**config.mk**
```make
export PLATFORM = sky130hd
export DESIGN_NAME = stable_priority_job_queue_core
export DESIGN_NICKNAME = d
export VERILOG_FILES = /design/src/design/spjq_pkg.sv /design/src/design/stable_priority_job_queue_core.sv /design/src/design/spjq_ctrl.sv /design/src/design/spjq_datapath.sv
export SDC_FILE = /design/constraint.sdc
export NUM_CORES = 2
export LEC_CHECK = 0
export ABC_AREA = 1
export BUFFER_PORTS_ARGS = -buffer_cell sky130_fd_sc_hd__buf_4
export CORE_AREA = 8 8 443 531
export DETAILED_ROUTE_END_ITERATION = 8
export DIE_AREA = 0 0 451 539
export GPL_ROUTABILITY_DRIVEN = 0
export PLACE_DENSITY_LB_ADDON = 0.15
export SLEW_MARGIN = 20
export SYNTH_ARGS = -nofsm -noshare
export SYNTH_HDL_FRONTEND = slang
export SYNTH_SLANG_ARGS = --single-unit
```
**constraint.sdc**
```tcl
create_clock -name clk_i -period 4.2 [get_ports clk_i]
set_input_delay 0.63 -clock clk_i [delete_from_list [all_inputs] [get_ports clk_i]]
set_output_delay 0.63 -clock clk_i [all_outputs]
set_load 0.05 [all_outputs]
```
**src/design/spjq_pkg.sv**
```systemverilog
// ----------------------------------------------------------------------------
// spjq_pkg: shared types and constants of the stable priority job queue
// Job entry layout, result status codes, controller states and the command
// and status bundles that pass between controller and datapath.
// ----------------------------------------------------------------------------
package spjq_pkg;

  localparam int unsigned IdW     = 16;
  localparam int unsigned PrioW   = 2;
  localparam int unsigned BurstW  = 16;
  localparam int unsigned FinishW = 22;
  localparam int unsigned AddrW   = 32;

  // First block address after reset and the step per served job
  localparam logic [AddrW-1:0] BlockBase = 32'd1000;
  localparam logic [AddrW-1:0] BlockStep = 32'd100;

  // One stored job
  typedef struct packed {
    logic [IdW-1:0]    id;
    logic [PrioW-1:0]  prio;
    logic [BurstW-1:0] burst;
  } job_t;

  // Result status codes
  typedef enum logic [1:0] {
    StAccepted = 2'd0,
    StFull     = 2'd1,
    StEmpty    = 2'd2,
    StServed   = 2'd3
  } status_e;

  // Item kinds
  typedef enum logic {
    KindEnqueue = 1'b0,
    KindDrain   = 1'b1
  } kind_e;

  // Controller states
  typedef enum logic [1:0] {
    S_IDLE,
    S_INSERT,
    S_DRAIN
  } state_e;

  // Commands from controller to datapath
  typedef struct packed {
    logic latch_job;   // capture the incoming job
    logic ins_init;    // start the downward insertion walk at the top
    logic ins_shift;   // move one entry up by one slot
    logic ins_place;   // write the new job into the freed slot
    logic drain_init;  // start serving from the head
    logic drain_step;  // serve one entry
    logic emit_full;   // report queue full
    logic emit_empty;  // report queue empty
  } ctrl_cmd_t;

  // Status from datapath to controller
  typedef struct packed {
    logic count_zero;
    logic full;
    logic ins_done;    // walk reached the bottom, or slot below holds a job of equal or more urgent priority
    logic drain_last;  // entry being served is the final one
  } ctrl_stat_t;

endpackage

```
**src/design/stable_priority_job_queue_core.sv**
```systemverilog
// Enqueue: busy while the k stored jobs of less urgent priority move up one
//   slot each cycle and while the job is placed; the result word is registered.
// Drain of n jobs: busy for its n drain steps, one served word per cycle; the
//   first passes the store read and result registers. Full or empty: one word,
//   registered from the start cycle. The single write port paces the walk.
// Reset clears the queue and sets the block address to 1000; no results stall.
// ----------------------------------------------------------------------------
// stable_priority_job_queue_core: stable four-level priority job queue
// Inserts jobs in priority order, first in first out among equals, and
// serves the whole queue on a drain command with finish time and block address.
// ----------------------------------------------------------------------------
module stable_priority_job_queue_core #(
  parameter int unsigned CAPACITY = 32
) (
  input  logic                              clk_i,
  input  logic                              rst_ni,
  input  logic                              start,
  output logic                              busy,
  input  logic                              kind_i,
  input  logic [spjq_pkg::IdW-1:0]          job_id_i,
  input  logic [spjq_pkg::PrioW-1:0]        job_priority_i,
  input  logic [spjq_pkg::BurstW-1:0]       job_burst_i,
  output logic                              result_valid_o,
  output logic [1:0]                        status_o,
  output logic [spjq_pkg::IdW-1:0]          served_id_o,
  output logic [spjq_pkg::PrioW-1:0]        served_priority_o,
  output logic [spjq_pkg::BurstW-1:0]       served_burst_o,
  output logic [spjq_pkg::FinishW-1:0]      finish_time_o,
  output logic [spjq_pkg::AddrW-1:0]        block_address_o,
  output logic                              last_o
);

  spjq_pkg::ctrl_cmd_t  cmd;
  spjq_pkg::ctrl_stat_t stat;

  // Sequencer
  spjq_ctrl u_ctrl (
    .clk_i   (clk_i),
    .rst_ni  (rst_ni),
    .start_i (start),
    .kind_i  (kind_i),
    .stat_i  (stat),
    .cmd_o   (cmd),
    .busy_o  (busy)
  );

  // Store and result path
  spjq_datapath #(
    .CAPACITY (CAPACITY)
  ) u_datapath (
    .clk_i             (clk_i),
    .rst_ni            (rst_ni),
    .cmd_i             (cmd),
    .stat_o            (stat),
    .job_id_i          (job_id_i),
    .job_priority_i    (job_priority_i),
    .job_burst_i       (job_burst_i),
    .result_valid_o    (result_valid_o),
    .status_o          (status_o),
    .served_id_o       (served_id_o),
    .served_priority_o (served_priority_o),
    .served_burst_o    (served_burst_o),
    .finish_time_o     (finish_time_o),
    .block_address_o   (block_address_o),
    .last_o            (last_o)
  );

  // A served word only ever comes out of a drain in progress
  a_served_from_drain: assert property (@(posedge clk_i) disable iff (!rst_ni)
    result_valid_o && (status_o == spjq_pkg::StServed) |-> $past(busy))
    else $error("served word without a drain in progress");

  // An enqueue into a full queue is refused in the next cycle
  a_full_refused: assert property (@(posedge clk_i) disable iff (!rst_ni)
    start && !busy && (kind_i == spjq_pkg::KindEnqueue) && stat.full
    |=> result_valid_o && (status_o == spjq_pkg::StFull) && last_o)
    else $error("full queue did not refuse the job");

  // The final served word leaves the queue empty
  a_drain_empties: assert property (@(posedge clk_i) disable iff (!rst_ni)
    result_valid_o && (status_o == spjq_pkg::StServed) && last_o
    |-> stat.count_zero && !busy)
    else $error("queue not empty after final served word");

  // Shift and place never coincide with a drain step
  a_cmd_exclusive: assert property (@(posedge clk_i) disable iff (!rst_ni)
    $countones({cmd.ins_shift, cmd.ins_place, cmd.drain_step,
                cmd.emit_full, cmd.emit_empty}) <= 1)
    else $error("conflicting datapath commands");

endmodule

```
**src/design/spjq_ctrl.sv**
```systemverilog
// ----------------------------------------------------------------------------
// spjq_ctrl: sequencer of the job queue
// Accepts a word, then steps the datapath through a sorted insertion walk or
// a drain of every stored job, or has a full or empty status reported.
// ----------------------------------------------------------------------------
module spjq_ctrl (
  input  logic                   clk_i,
  input  logic                   rst_ni,
  input  logic                   start_i,
  input  logic                   kind_i,
  input  spjq_pkg::ctrl_stat_t   stat_i,
  output spjq_pkg::ctrl_cmd_t    cmd_o,
  output logic                   busy_o
);

  spjq_pkg::state_e state_q, state_d;
  logic             accept;

  assign accept = start_i && (state_q == spjq_pkg::S_IDLE);
  assign busy_o = (state_q != spjq_pkg::S_IDLE);

  // Hold the state register
  always_ff @(posedge clk_i or negedge rst_ni) begin
    if (!rst_ni) begin
      state_q <= spjq_pkg::S_IDLE;
    end else begin
      state_q <= state_d;
    end
  end

  // Next state
  always_comb begin
    state_d = state_q;
    unique case (state_q)
      spjq_pkg::S_IDLE: begin
        if (accept) begin
          if (kind_i == spjq_pkg::KindEnqueue) begin
            if (!stat_i.full) state_d = spjq_pkg::S_INSERT;
          end else begin
            if (!stat_i.count_zero) state_d = spjq_pkg::S_DRAIN;
          end
        end
      end
      spjq_pkg::S_INSERT: begin
        if (stat_i.ins_done) state_d = spjq_pkg::S_IDLE;
      end
      spjq_pkg::S_DRAIN: begin
        if (stat_i.drain_last) state_d = spjq_pkg::S_IDLE;
      end
      default: state_d = spjq_pkg::S_IDLE;
    endcase
  end

  // Datapath commands
  always_comb begin
    cmd_o = '0;
    unique case (state_q)
      spjq_pkg::S_IDLE: begin
        if (accept) begin
          if (kind_i == spjq_pkg::KindEnqueue) begin
            if (stat_i.full) begin
              cmd_o.emit_full = 1'b1;
            end else begin
              cmd_o.latch_job = 1'b1;
              cmd_o.ins_init  = 1'b1;
            end
          end else begin
            if (stat_i.count_zero) begin
              cmd_o.emit_empty = 1'b1;
            end else begin
              cmd_o.drain_init = 1'b1;
            end
          end
        end
      end
      spjq_pkg::S_INSERT: begin
        if (stat_i.ins_done) begin
          cmd_o.ins_place = 1'b1;
        end else begin
          cmd_o.ins_shift = 1'b1;
        end
      end
      spjq_pkg::S_DRAIN: begin
        cmd_o.drain_step = 1'b1;
      end
      default: cmd_o = '0;
    endcase
  end

endmodule

```
**src/design/spjq_datapath.sv**
```systemverilog
// ----------------------------------------------------------------------------
// spjq_datapath: job store, counters and result registers
// Keeps the jobs sorted by priority in a single-port-write memory, moves one
// entry per cycle during insertion and serves one entry per cycle on drain.
// ----------------------------------------------------------------------------
module spjq_datapath #(
  parameter int unsigned CAPACITY = 32,
  localparam int unsigned AW = $clog2(CAPACITY),
  localparam int unsigned CW = $clog2(CAPACITY + 1)
) (
  input  logic                              clk_i,
  input  logic                              rst_ni,
  input  spjq_pkg::ctrl_cmd_t               cmd_i,
  output spjq_pkg::ctrl_stat_t              stat_o,
  input  logic [spjq_pkg::IdW-1:0]          job_id_i,
  input  logic [spjq_pkg::PrioW-1:0]        job_priority_i,
  input  logic [spjq_pkg::BurstW-1:0]       job_burst_i,
  output logic                              result_valid_o,
  output logic [1:0]                        status_o,
  output logic [spjq_pkg::IdW-1:0]          served_id_o,
  output logic [spjq_pkg::PrioW-1:0]        served_priority_o,
  output logic [spjq_pkg::BurstW-1:0]       served_burst_o,
  output logic [spjq_pkg::FinishW-1:0]      finish_time_o,
  output logic [spjq_pkg::AddrW-1:0]        block_address_o,
  output logic                              last_o
);

  spjq_pkg::job_t mem [CAPACITY];
  spjq_pkg::job_t rd_q;
  spjq_pkg::job_t job_q;

  logic [CW-1:0]                   count_q, count_d;
  logic [CW-1:0]                   ptr_q, ptr_d;
  logic [spjq_pkg::FinishW-1:0]    clock_q, clock_d;
  logic [spjq_pkg::AddrW-1:0]      block_q, block_d;

  logic [CW-1:0]                   rd_ptr;
  logic [AW-1:0]                   rd_addr;
  logic                            mem_we;
  spjq_pkg::job_t                  wr_data;

  logic                            out_valid_q, out_valid_d;
  spjq_pkg::status_e               out_status_q, out_status_d;
  spjq_pkg::job_t                  out_job_q, out_job_d;
  logic [spjq_pkg::FinishW-1:0]    out_finish_q, out_finish_d;
  logic [spjq_pkg::AddrW-1:0]      out_block_q, out_block_d;
  logic                            out_last_q, out_last_d;

  // Status towards the controller
  assign stat_o.count_zero = (count_q == '0);
  assign stat_o.full       = (count_q == CW'(CAPACITY));
  assign stat_o.ins_done   = (ptr_q == '0) || (rd_q.prio <= job_q.prio);
  assign stat_o.drain_last = (ptr_q == (count_q - CW'(1)));

  // Read address: the entry needed in the following cycle
  always_comb begin
    rd_ptr = '0;
    if (cmd_i.ins_init) begin
      rd_ptr = count_q - CW'(1);
    end else if (cmd_i.ins_shift) begin
      rd_ptr = ptr_q - CW'(2);
    end else if (cmd_i.drain_step) begin
      rd_ptr = ptr_q + CW'(1);
    end
  end
  assign rd_addr = rd_ptr[AW-1:0];

  // Write: shift the entry below up, or place the new job
  assign mem_we  = cmd_i.ins_shift || cmd_i.ins_place;
  assign wr_data = cmd_i.ins_place ? job_q : rd_q;

  // Job store
  always_ff @(posedge clk_i) begin
    if (mem_we) begin
      mem[ptr_q[AW-1:0]] <= wr_data;
    end
    rd_q <= mem[rd_addr];
  end

  // Capture the incoming job
  always_ff @(posedge clk_i) begin
    if (cmd_i.latch_job) begin
      job_q <= '{id: job_id_i, prio: job_priority_i, burst: job_burst_i};
    end
  end

  // Counters and walk pointer
  always_comb begin
    count_d = count_q;
    ptr_d   = ptr_q;
    clock_d = clock_q;
    block_d = block_q;
    if (cmd_i.ins_init) begin
      ptr_d = count_q;
    end
    if (cmd_i.ins_shift) begin
      ptr_d = ptr_q - CW'(1);
    end
    if (cmd_i.ins_place) begin
      count_d = count_q + CW'(1);
    end
    if (cmd_i.drain_init) begin
      ptr_d   = '0;
      clock_d = '0;
    end
    if (cmd_i.drain_step) begin
      ptr_d   = ptr_q + CW'(1);
      clock_d = clock_q + spjq_pkg::FinishW'(rd_q.burst);
      block_d = block_q + spjq_pkg::BlockStep;
      if (stat_o.drain_last) count_d = '0;
    end
  end

  always_ff @(posedge clk_i or negedge rst_ni) begin
    if (!rst_ni) begin
      count_q <= '0;
      ptr_q   <= '0;
      clock_q <= '0;
      block_q <= spjq_pkg::BlockBase;
    end else begin
      count_q <= count_d;
      ptr_q   <= ptr_d;
      clock_q <= clock_d;
      block_q <= block_d;
    end
  end

  // Result word
  always_comb begin
    out_valid_d  = 1'b0;
    out_status_d = spjq_pkg::StAccepted;
    out_job_d    = '0;
    out_finish_d = '0;
    out_block_d  = '0;
    out_last_d   = 1'b1;
    if (cmd_i.emit_full) begin
      out_valid_d  = 1'b1;
      out_status_d = spjq_pkg::StFull;
    end else if (cmd_i.emit_empty) begin
      out_valid_d  = 1'b1;
      out_status_d = spjq_pkg::StEmpty;
    end else if (cmd_i.ins_place) begin
      out_valid_d  = 1'b1;
      out_status_d = spjq_pkg::StAccepted;
    end else if (cmd_i.drain_step) begin
      out_valid_d  = 1'b1;
      out_status_d = spjq_pkg::StServed;
      out_job_d    = rd_q;
      out_finish_d = clock_d;
      out_block_d  = block_q;
      out_last_d   = stat_o.drain_last;
    end
  end

  always_ff @(posedge clk_i or negedge rst_ni) begin
    if (!rst_ni) begin
      out_valid_q <= 1'b0;
    end else begin
      out_valid_q <= out_valid_d;
    end
  end

  always_ff @(posedge clk_i) begin
    out_status_q <= out_status_d;
    out_job_q    <= out_job_d;
    out_finish_q <= out_finish_d;
    out_block_q  <= out_block_d;
    out_last_q   <= out_last_d;
  end

  assign result_valid_o    = out_valid_q;
  assign status_o          = out_status_q;
  assign served_id_o       = out_job_q.id;
  assign served_priority_o = out_job_q.prio;
  assign served_burst_o    = out_job_q.burst;
  assign finish_time_o     = out_finish_q;
  assign block_address_o   = out_block_q;
  assign last_o            = out_last_q;

endmodule
```
**After elaboration in Yosys (flattened, before gate mapping)**

Memory sizes are Yosys's and may differ from the RTL's. A register that Yosys moved wholly into a read port is not among the register bits.
Cells that the tools add are included.
Widths: inputs -> output; s select.

- Flip-flop bits (word level): 194
- Memory bits (writable): 1,088
- Input port bits: 38
- Word-level logic and storage cells: 92
- Memories kept: 1

Memories:

| name | depth | width | read ports | clocked after memory_dff | wr ports | line | source |
|---|---|---|---|---|---|---|---|
| u_datapath.mem | 32 | 34 | 1 | 1 | 1 | spjq_datapath.sv:28 | `spjq_pkg::job_t mem [CAPACITY];` |

- Add/subtract/negate cells: 7
- $lt $le $gt $ge: 1
- Equality and inequality tests: 9
- Multiplexer cells: 47
- Bitwise operators: 1
- Reductions and logical operators: 10

Operators with widths:

| operator | number |
|---|---|
| $mux 22 | 2 |
| $mux 6 | 7 |
| $mux 34 | 1 |
| $add 32x7->32 const B | 1 |
| $mux 2 | 16 |
| $add 22x16->22 | 1 |
| $mux 1 | 17 |
| $mux 5 | 3 |
| $add 6x1->6 const B | 2 |
| $logic_not 6->1 | 2 |
| $sub 6x1->6 const B | 2 |
| $eq 6x6->1 | 1 |
| $eq 6x6->1 const B | 1 |
| $ne 3x3->1 const B | 2 |
| $pmux 2 s3 | 1 |
| $reduce_and 5->1 | 1 |
| $sub 5x2->5 const B | 1 |
| $ne 2x2->1 const B | 2 |
| $reduce_bool 4->1 | 1 |
| $reduce_or 4->1 | 1 |
| $eq 2x1->1 const B | 1 |
| $eq 2x2->1 const B | 1 |
| $le 2x2->1 | 1 |
| $logic_not 2->1 | 1 |
| other kinds (5) | 6 |

**Longest topological paths before layout**

- Depth after elaboration: 9
- Depth in mapped cells: 19

**Hierarchy**

Synthesis repeated with hierarchy kept, for this count alone.

- Cell total of the unflattened synthesis: 5,432
- Area, all modules: 56,628.1 um^2

Modules (own cells, without submodules):

| module | instances | cells each | area each (um^2) | sequential area each (um^2) |
|---|---|---|---|---|
| spjq_datapath | 1 | 5,404 | 56,466.7 | 37,788.7 |
| spjq_ctrl | 1 | 28 | 161.4 | 50.0 |

**Worst setup path before layout**

OpenSTA, ideal clock, no wires.

- Path type: register to register
- Start point: reg u_datapath.job_q[16] (netlist bit)
- End point: mem u_datapath.mem[0][33] (netlist bit), data pin
- Library setup time: 454 ps
- Data arrival time: 2,956 ps
- Data required time: 3,746 ps
- Path slack: 790 ps
- Cell stages (with the launch flop): 11
- Buffers on the path: 2
- Clock period less this slack: 3,410 ps
- Cell sequence: edfxtp_1 -> ha_1 -> nand2_1 -> inv_1 -> a21oi_2 -> nand2_1 -> nand2_1 -> inv_1 -> clkbuf_1 -> clkbuf_1 -> o21ai_0

RTL lines:

| what | line | source |
|---|---|---|
| start, declared | spjq_datapath.sv:30 | `spjq_pkg::job_t job_q;` |
| start signal, assigned | spjq_datapath.sv:83 | `job_q <= '{id: job_id_i, prio: job_priority_i, burst: job_burst_i};` |
| end, declared | spjq_datapath.sv:28 |  |

**Worst setup path after layout**

- Start point: reg u_datapath.count_q[0]
- End point: reg, netlist name u_datapath.rd_q[17]

- Word-level cells in the longest chain between the ends: 6

Ends and longest elaborated chain:

| what | line | source |
|---|---|---|
| start, declared | spjq_datapath.sv:32 | `logic [CW-1:0] count_q, count_d;` |
| start signal, assigned | spjq_datapath.sv:121 | `count_q <= count_d;` |
| $eq 6x6->1 | spjq_datapath.sv:51 | `assign stat_o.full = (count_q == CW'(CAPACITY));` |
| $mux 2 | spjq_ctrl.sv:61 | `if (stat_i.full) begin` |
| $mux 2 | spjq_ctrl.sv:60 | `if (kind_i == spjq_pkg::KindEnqueue) begin` |
| $mux 2 | spjq_ctrl.sv:59 | `if (accept) begin` |
| $mux 2 | spjq_ctrl.sv:57 | `unique case (state_q)` |
| $mux 5 (*) | spjq_datapath.sv:58 | `if (cmd_i.ins_init) begin` |

Every way passes the cells marked *; elsewhere a longest branch is shown, timed or not.
A chain may end at the register's enable or synchronous reset.

==> impl_metrics.xml <==
<?xml version="1.0" encoding="UTF-8"?>
<metrics>
  <group name="route">
    <metric name="drt_first_iter_violations" unit="">2744</metric>
    <metric name="final_antenna_net_count" unit="">0</metric>
    <metric name="drtPass1Iterations" unit="">5</metric>
    <metric name="route.detailed.vias_per_inst" unit="">4.51</metric>
    <metric name="avgRoutedWirePerCell" unit="um">22.6</metric>
    <metric name="wl" unit="mm">196</metric>
    <metric name="vias_after_detailed_routing" unit="">38995</metric>
    <metric name="route.detailed.drc" unit="">0</metric>
  </group>
  <group name="finish">
    <metric name="post_route_cells_drive_above_1_share" unit="%">10.5</metric>
    <metric name="layout_commonest_cell" unit="">sky130_fd_sc_hd__nand2_1</metric>
    <metric name="final_cell_count_no_fill" unit="">8639</metric>
    <metric name="layout.cells.most_common_list" unit="">sky130_fd_sc_hd__nand2_1, sky130_fd_sc_hd__nand3_1, sky130_fd_sc_hd__edfxtp_1</metric>
    <metric name="areaGrowthSynthToFinish" unit="%">19.0</metric>
    <metric name="fillCellCount" unit="">23457</metric>
    <metric name="finish.net_count" unit="">5572</metric>
    <metric name="final_cell_area" unit="um^2">67000</metric>
  </group>
  <group name="yosys">
    <metric name="synth_cell_type_count" unit="">50</metric>
    <metric name="synth.avg_cell_area" unit="um^2">10.5</metric>
    <metric name="synth_seq_cells" unit="">1312</metric>
    <metric name="ys.warnings.count" unit="">0</metric>
    <metric name="post_synth_instance_area" unit="um^2">56300</metric>
    <metric name="async_s_r_ff_share_synth" unit="%">5.11</metric>
    <metric name="post_synth_xor_area_fraction" unit="%">0.653</metric>
    <metric name="synth_compound_area_share" unit="%">1.35</metric>
    <metric name="synth_edf_count" unit="">1122</metric>
    <metric name="predominant_post_synthesis_flop_cell" unit="">sky130_fd_sc_hd__edfxtp_1</metric>
    <metric name="basic_gate_share_of_the_synthesized_area_counting_and_or_nand_and_nor_cells" unit="%">22.7</metric>
    <metric name="synth_cells" unit="">5352</metric>
    <metric name="combinational_family_with_the_most_area_after_synthesis" unit="">simple AND/OR/NAND/NOR gates</metric>
    <metric name="synthMuxAreaShare" unit="%">0</metric>
    <metric name="post_synth_fa_ha_maj_area_fraction" unit="%">0.680</metric>
    <metric name="synth.yosys.seq_area_share" unit="%">67.2</metric>
  </group>
  <group name="timing">
    <metric name="setup_repair_after_global_routing_missed_its_margin" unit="">false</metric>
    <metric name="timing.final.crit_share" unit="%">84.1</metric>
    <metric name="setup_violations" unit="">0</metric>
    <metric name="setup_tns" unit="ps">0</metric>
    <metric name="final.setup_skew" unit="ps">32.4</metric>
    <metric name="post-route-min-period" unit="ps">3530</metric>
    <metric name="report.final.slew_viol_count" unit="">0</metric>
    <metric name="max_slew_margin" unit="%">28.5</metric>
    <metric name="worst-slew-pin-transition" unit="ps">1070</metric>
    <metric name="final_hold_viol_count" unit="">0</metric>
    <metric name="fmax" unit="MHz">283</metric>
  </group>
  <group name="die">
    <metric name="die_width" unit="um">451</metric>
    <metric name="die_y" unit="um">539</metric>
    <metric name="die_area" unit="um^2">243000</metric>
    <metric name="initial_utilization" unit="%">24.8</metric>
    <metric name="std_cell_rows" unit="">192</metric>
    <metric name="top_level_ports" unit="">131</metric>
    <metric name="coreArea" unit="um^2">227000</metric>
  </group>
  <group name="global_routing">
    <metric name="grt-ovfl-total" unit="">0</metric>
    <metric name="gr-usage-all-layers" unit="%">15.6</metric>
    <metric name="first_pass_grt_wire_length" unit="mm">281</metric>
    <metric name="grt_pass1_vias" unit="">38209</metric>
    <metric name="grt_start_max_net_pins" unit="">141</metric>
    <metric name="antenna_violations_before_repair" unit="">6</metric>
  </group>
  <group name="clock_network">
    <metric name="numClockSinks" unit="">1312</metric>
    <metric name="clkSlewWorstSetupHoldPaths" unit="ps">60</metric>
    <metric name="cts-htree-levels" unit="">4</metric>
    <metric name="post_cts_buffers" unit="">0</metric>
    <metric name="tritoncts" unit="">yes</metric>
    <metric name="max-clock-path-buffers" unit="">3</metric>
    <metric name="cts_root_buf" unit="">sky130_fd_sc_hd__clkbuf_16</metric>
    <metric name="cts_inserted_buffers" unit="">143</metric>
    <metric name="cts-hold-fix-buffers" unit="">32</metric>
    <metric name="post_cts_resize_count" unit="">0</metric>
    <metric name="clkLatencyLatePin" unit="ps">800</metric>
  </group>
  <group name="critical_path">
    <metric name="crit_required" unit="ps">4810</metric>
    <metric name="worst_setup_path_endpoint" unit="">u_datapath.rd_q[17]$_DFF_P_</metric>
    <metric name="crit_path_start_kind" unit="">flip-flop</metric>
    <metric name="ff2ff_setup_slack" unit="ps">670</metric>
    <metric name="reg2regPathDepth" unit="">17</metric>
    <metric name="timing.critical_path.from" unit="">u_datapath.count_q[0]$_DFF_PN0_</metric>
    <metric name="critPathArrivalTime" unit="ps">4140</metric>
    <metric name="worst-setup-path-type" unit="">reg -&gt; reg</metric>
    <metric name="slowest_delay" unit="ps">490</metric>
    <metric name="chain_of_cells_forming_the_critical_path" unit="">inv_1 &gt; ha_1 &gt; inv_1 &gt; nor2_2 &gt; nand3_2 &gt; a21oi_1 &gt; nand2_8 &gt; nand2_4 &gt; buf_12 &gt; buf_12 &gt; nand2_1 &gt; nand3_1 &gt; nand3_1 &gt; nand3_1 &gt; nand2_1 &gt; nand2_1 &gt; nand2_1</metric>
    <metric name="worst_path_fanout_max" unit="">48</metric>
    <metric name="rr_endpoint" unit="">u_datapath.rd_q[17]$_DFF_P_</metric>
    <metric name="crit_slowest_cell" unit="">sky130_fd_sc_hd__dfrtp_1</metric>
    <metric name="startpoint_of_the_most_critical_register_to_register_path" unit="">u_datapath.count_q[0]$_DFF_PN0_</metric>
    <metric name="path_common_cell" unit="">sky130_fd_sc_hd__nand2_1</metric>
    <metric name="timing.critical_path.to_type" unit="">flip-flop</metric>
  </group>
  <group name="pwr">
    <metric name="sequentialPowerShare" unit="%">33.9</metric>
    <metric name="p_clk_share" unit="%">23.7</metric>
    <metric name="swShare" unit="%">42.4</metric>
    <metric name="power_per_cell_area" unit="nW/um^2">793</metric>
    <metric name="pwr-share-comb" unit="%">42.4</metric>
    <metric name="static-leakage-power" unit="nW">26.9</metric>
    <metric name="vdd_drop_max" unit="uV">530</metric>
    <metric name="report.power.total" unit="W">0.0531</metric>
    <metric name="net-switching-power" unit="W">0.0225</metric>
    <metric name="p_int" unit="W">0.0306</metric>
  </group>
  <group name="placed_design">
    <metric name="io_buffers" unit="">128</metric>
    <metric name="postPlaceCellArea" unit="um^2">62000</metric>
    <metric name="dpl.cell_count" unit="">8334</metric>
    <metric name="post-dp-hpwl" unit="mm">103</metric>
  </group>
  <group name="job">
    <metric name="max_cap_violations" unit="">0</metric>
  </group>
  <group name="min_path">
    <metric name="hold_class" unit="">in -&gt; reg</metric>
  </group>
  <group name="outcome">
    <metric name="run_status" unit="">complete, no violations</metric>
  </group>
</metrics>
==> logic make-up (layout without fill, tap and decap cells) <==
logic type	count (synthesis)	count (layout)
and+or+nand+nor	2794	2794
DFF	1312	1312
xor gates and xnor gates	42	42
buffers and inverters	1038	1309
adders and majority gates	30	30
other	1	10
AOI/OAI and AO/OA	135	135
==> metal layers <==
metal  track usage (%)  routed length (um)  vias to the layer above
met2              26.7               94800                      915
met1              20.3               86100                    19521
met4              5.21                6310                        0
met5                 0                   0                        -
met3              2.30                8410                      298
li1                  -                   -                    18261
==> Yosys cell counts, types with 4 or more instances <==
master / instances / area (um^2)
sky130_fd_sc_hd__buf_1: 37 / 139
sky130_fd_sc_hd__dfstp_2: 6 / 158
sky130_fd_sc_hd__buf_2: 148 / 741
sky130_fd_sc_hd__nand2_1: 1227 / 4610
sky130_fd_sc_hd__nand3b_1: 173 / 1300
sky130_fd_sc_hd__ha_1: 29 / 363
sky130_fd_sc_hd__dfxtp_1: 123 / 2460
sky130_fd_sc_hd__inv_2: 6 / 22.5
sky130_fd_sc_hd__dfrtp_1: 61 / 1530
sky130_fd_sc_hd__clkbuf_1: 116 / 435
sky130_fd_sc_hd__nand2_2: 4 / 25.0
sky130_fd_sc_hd__a21o_1: 7 / 52.6
sky130_fd_sc_hd__nor3_1: 12 / 60.1
sky130_fd_sc_hd__nand3_1: 1183 / 5920
sky130_fd_sc_hd__buf_4: 7 / 52.6
sky130_fd_sc_hd__buf_6: 6 / 67.6
sky130_fd_sc_hd__a21oi_1: 33 / 165
sky130_fd_sc_hd__inv_1: 716 / 2690
sky130_fd_sc_hd__nor2_1: 161 / 604
sky130_fd_sc_hd__nor4_1: 4 / 25.0
sky130_fd_sc_hd__nand4_1: 14 / 87.6
sky130_fd_sc_hd__o21ai_0: 74 / 370
sky130_fd_sc_hd__xor2_1: 40 / 350
sky130_fd_sc_hd__edfxtp_1: 1122 / 33700
==> layout make-up <==
class / instances / area [um^2] / share of cell area (%)
Multi-Input combinational cell: 3003 / 14800 / 22.2
Tap cell: 3007 / 3760 / 5.62
Clock inverter: 55 / 598 / 0.893
Clock buffer: 210 / 4040 / 6.02
Timing Repair Buffer: 320 / 3160 / 4.71
Sequential cell: 1312 / 37800 / 56.5
Antenna cell: 8 / 20.0 / 0.0299
Inverter: 724 / 2730 / 4.08
==> worst min path at each step <==
| stage | cells after the start | slack [ps] | start | endpoint |
|---|---|---|---|---|
| after floorplan | 0 | 330 | rst_ni | u_ctrl.state_q[0]$_DFFE_PN0P_ |
| after global placement | 1 | 460 | u_datapath.block_q[31]$_DFFE_PN0N_ | u_datapath.block_q[31]$_DFFE_PN0N_ |
| after detailed placement | 1 | 470 | u_datapath.block_q[31]$_DFFE_PN0N_ | u_datapath.block_q[31]$_DFFE_PN0N_ |
| after CTS | 1 | 6 | job_priority_i[0] | u_datapath.job_q[16]$_DFFE_PN_ |
| after global routing | 1 | 30 | job_priority_i[0] | u_datapath.job_q[16]$_DFFE_PN_ |
| final | 1 | 70 | job_priority_i[0] | u_datapath.job_q[16]$_DFFE_PN_ |
==> critical path, delay by kind of cell (launching register included) <==
kind            cells  cell delay [ps]
simple gates       11             1420
buf+inv             4              730
flops               1              490
compound gates      1              460
fa+ha+maj           1              200
==> per-stage QoR <==
| stage | utilization (%) | setup slack [ps] | hold slack, ps |
|---|---|---|---|
| 5_1_grt | 29.5 | 403 | 28.1 |
| 4_1_cts | 29.5 | 608 | 5.83 |
| 6_report | 29.5 | 668 | 67.3 |
| 2_1_floorplan | - | 790 | 334 |
| 3_3_place_gp | 27.3 | 618 | 458 |
| 3_5_place_dp | 27.3 | 662 | 466 |
==> power groups by stage <==
stage	Combinational, W	Sequential (W)	Clock [W]
2_1_floorplan	0.0130	0.0190	0
3_3_place_gp	0.0228	0.0183	0
3_5_place_dp	0.0228	0.0183	0
4_1_cts	0.0229	0.0180	0.0129
5_1_grt	0.0249	0.0181	0.0134
6_report	0.0225	0.0180	0.0126
==> sequential cells by signal, indices dropped and copies added (netlist names) <==
| name | count |
|---|---|
| u_datapath.served_id_o | 16 |
| u_ctrl.state_q | 2 |
| u_datapath.job_q | 34 |
| u_datapath.finish_time_o | 22 |
| u_datapath.served_burst_o | 16 |
| u_datapath.block_q | 30 |
| u_datapath.mem | 1088 |
| u_datapath.status_o | 2 |
| u_datapath.clock_q | 22 |
| u_datapath.count_q | 6 |
| u_datapath.block_address_o | 30 |
| u_datapath.result_valid_o | 1 |
| u_datapath.last_o | 1 |
| u_datapath.ptr_q | 6 |
| u_datapath.rd_q | 34 |
| u_datapath.served_priority_o | 2 |
Power figures use the tool's default switching activity.
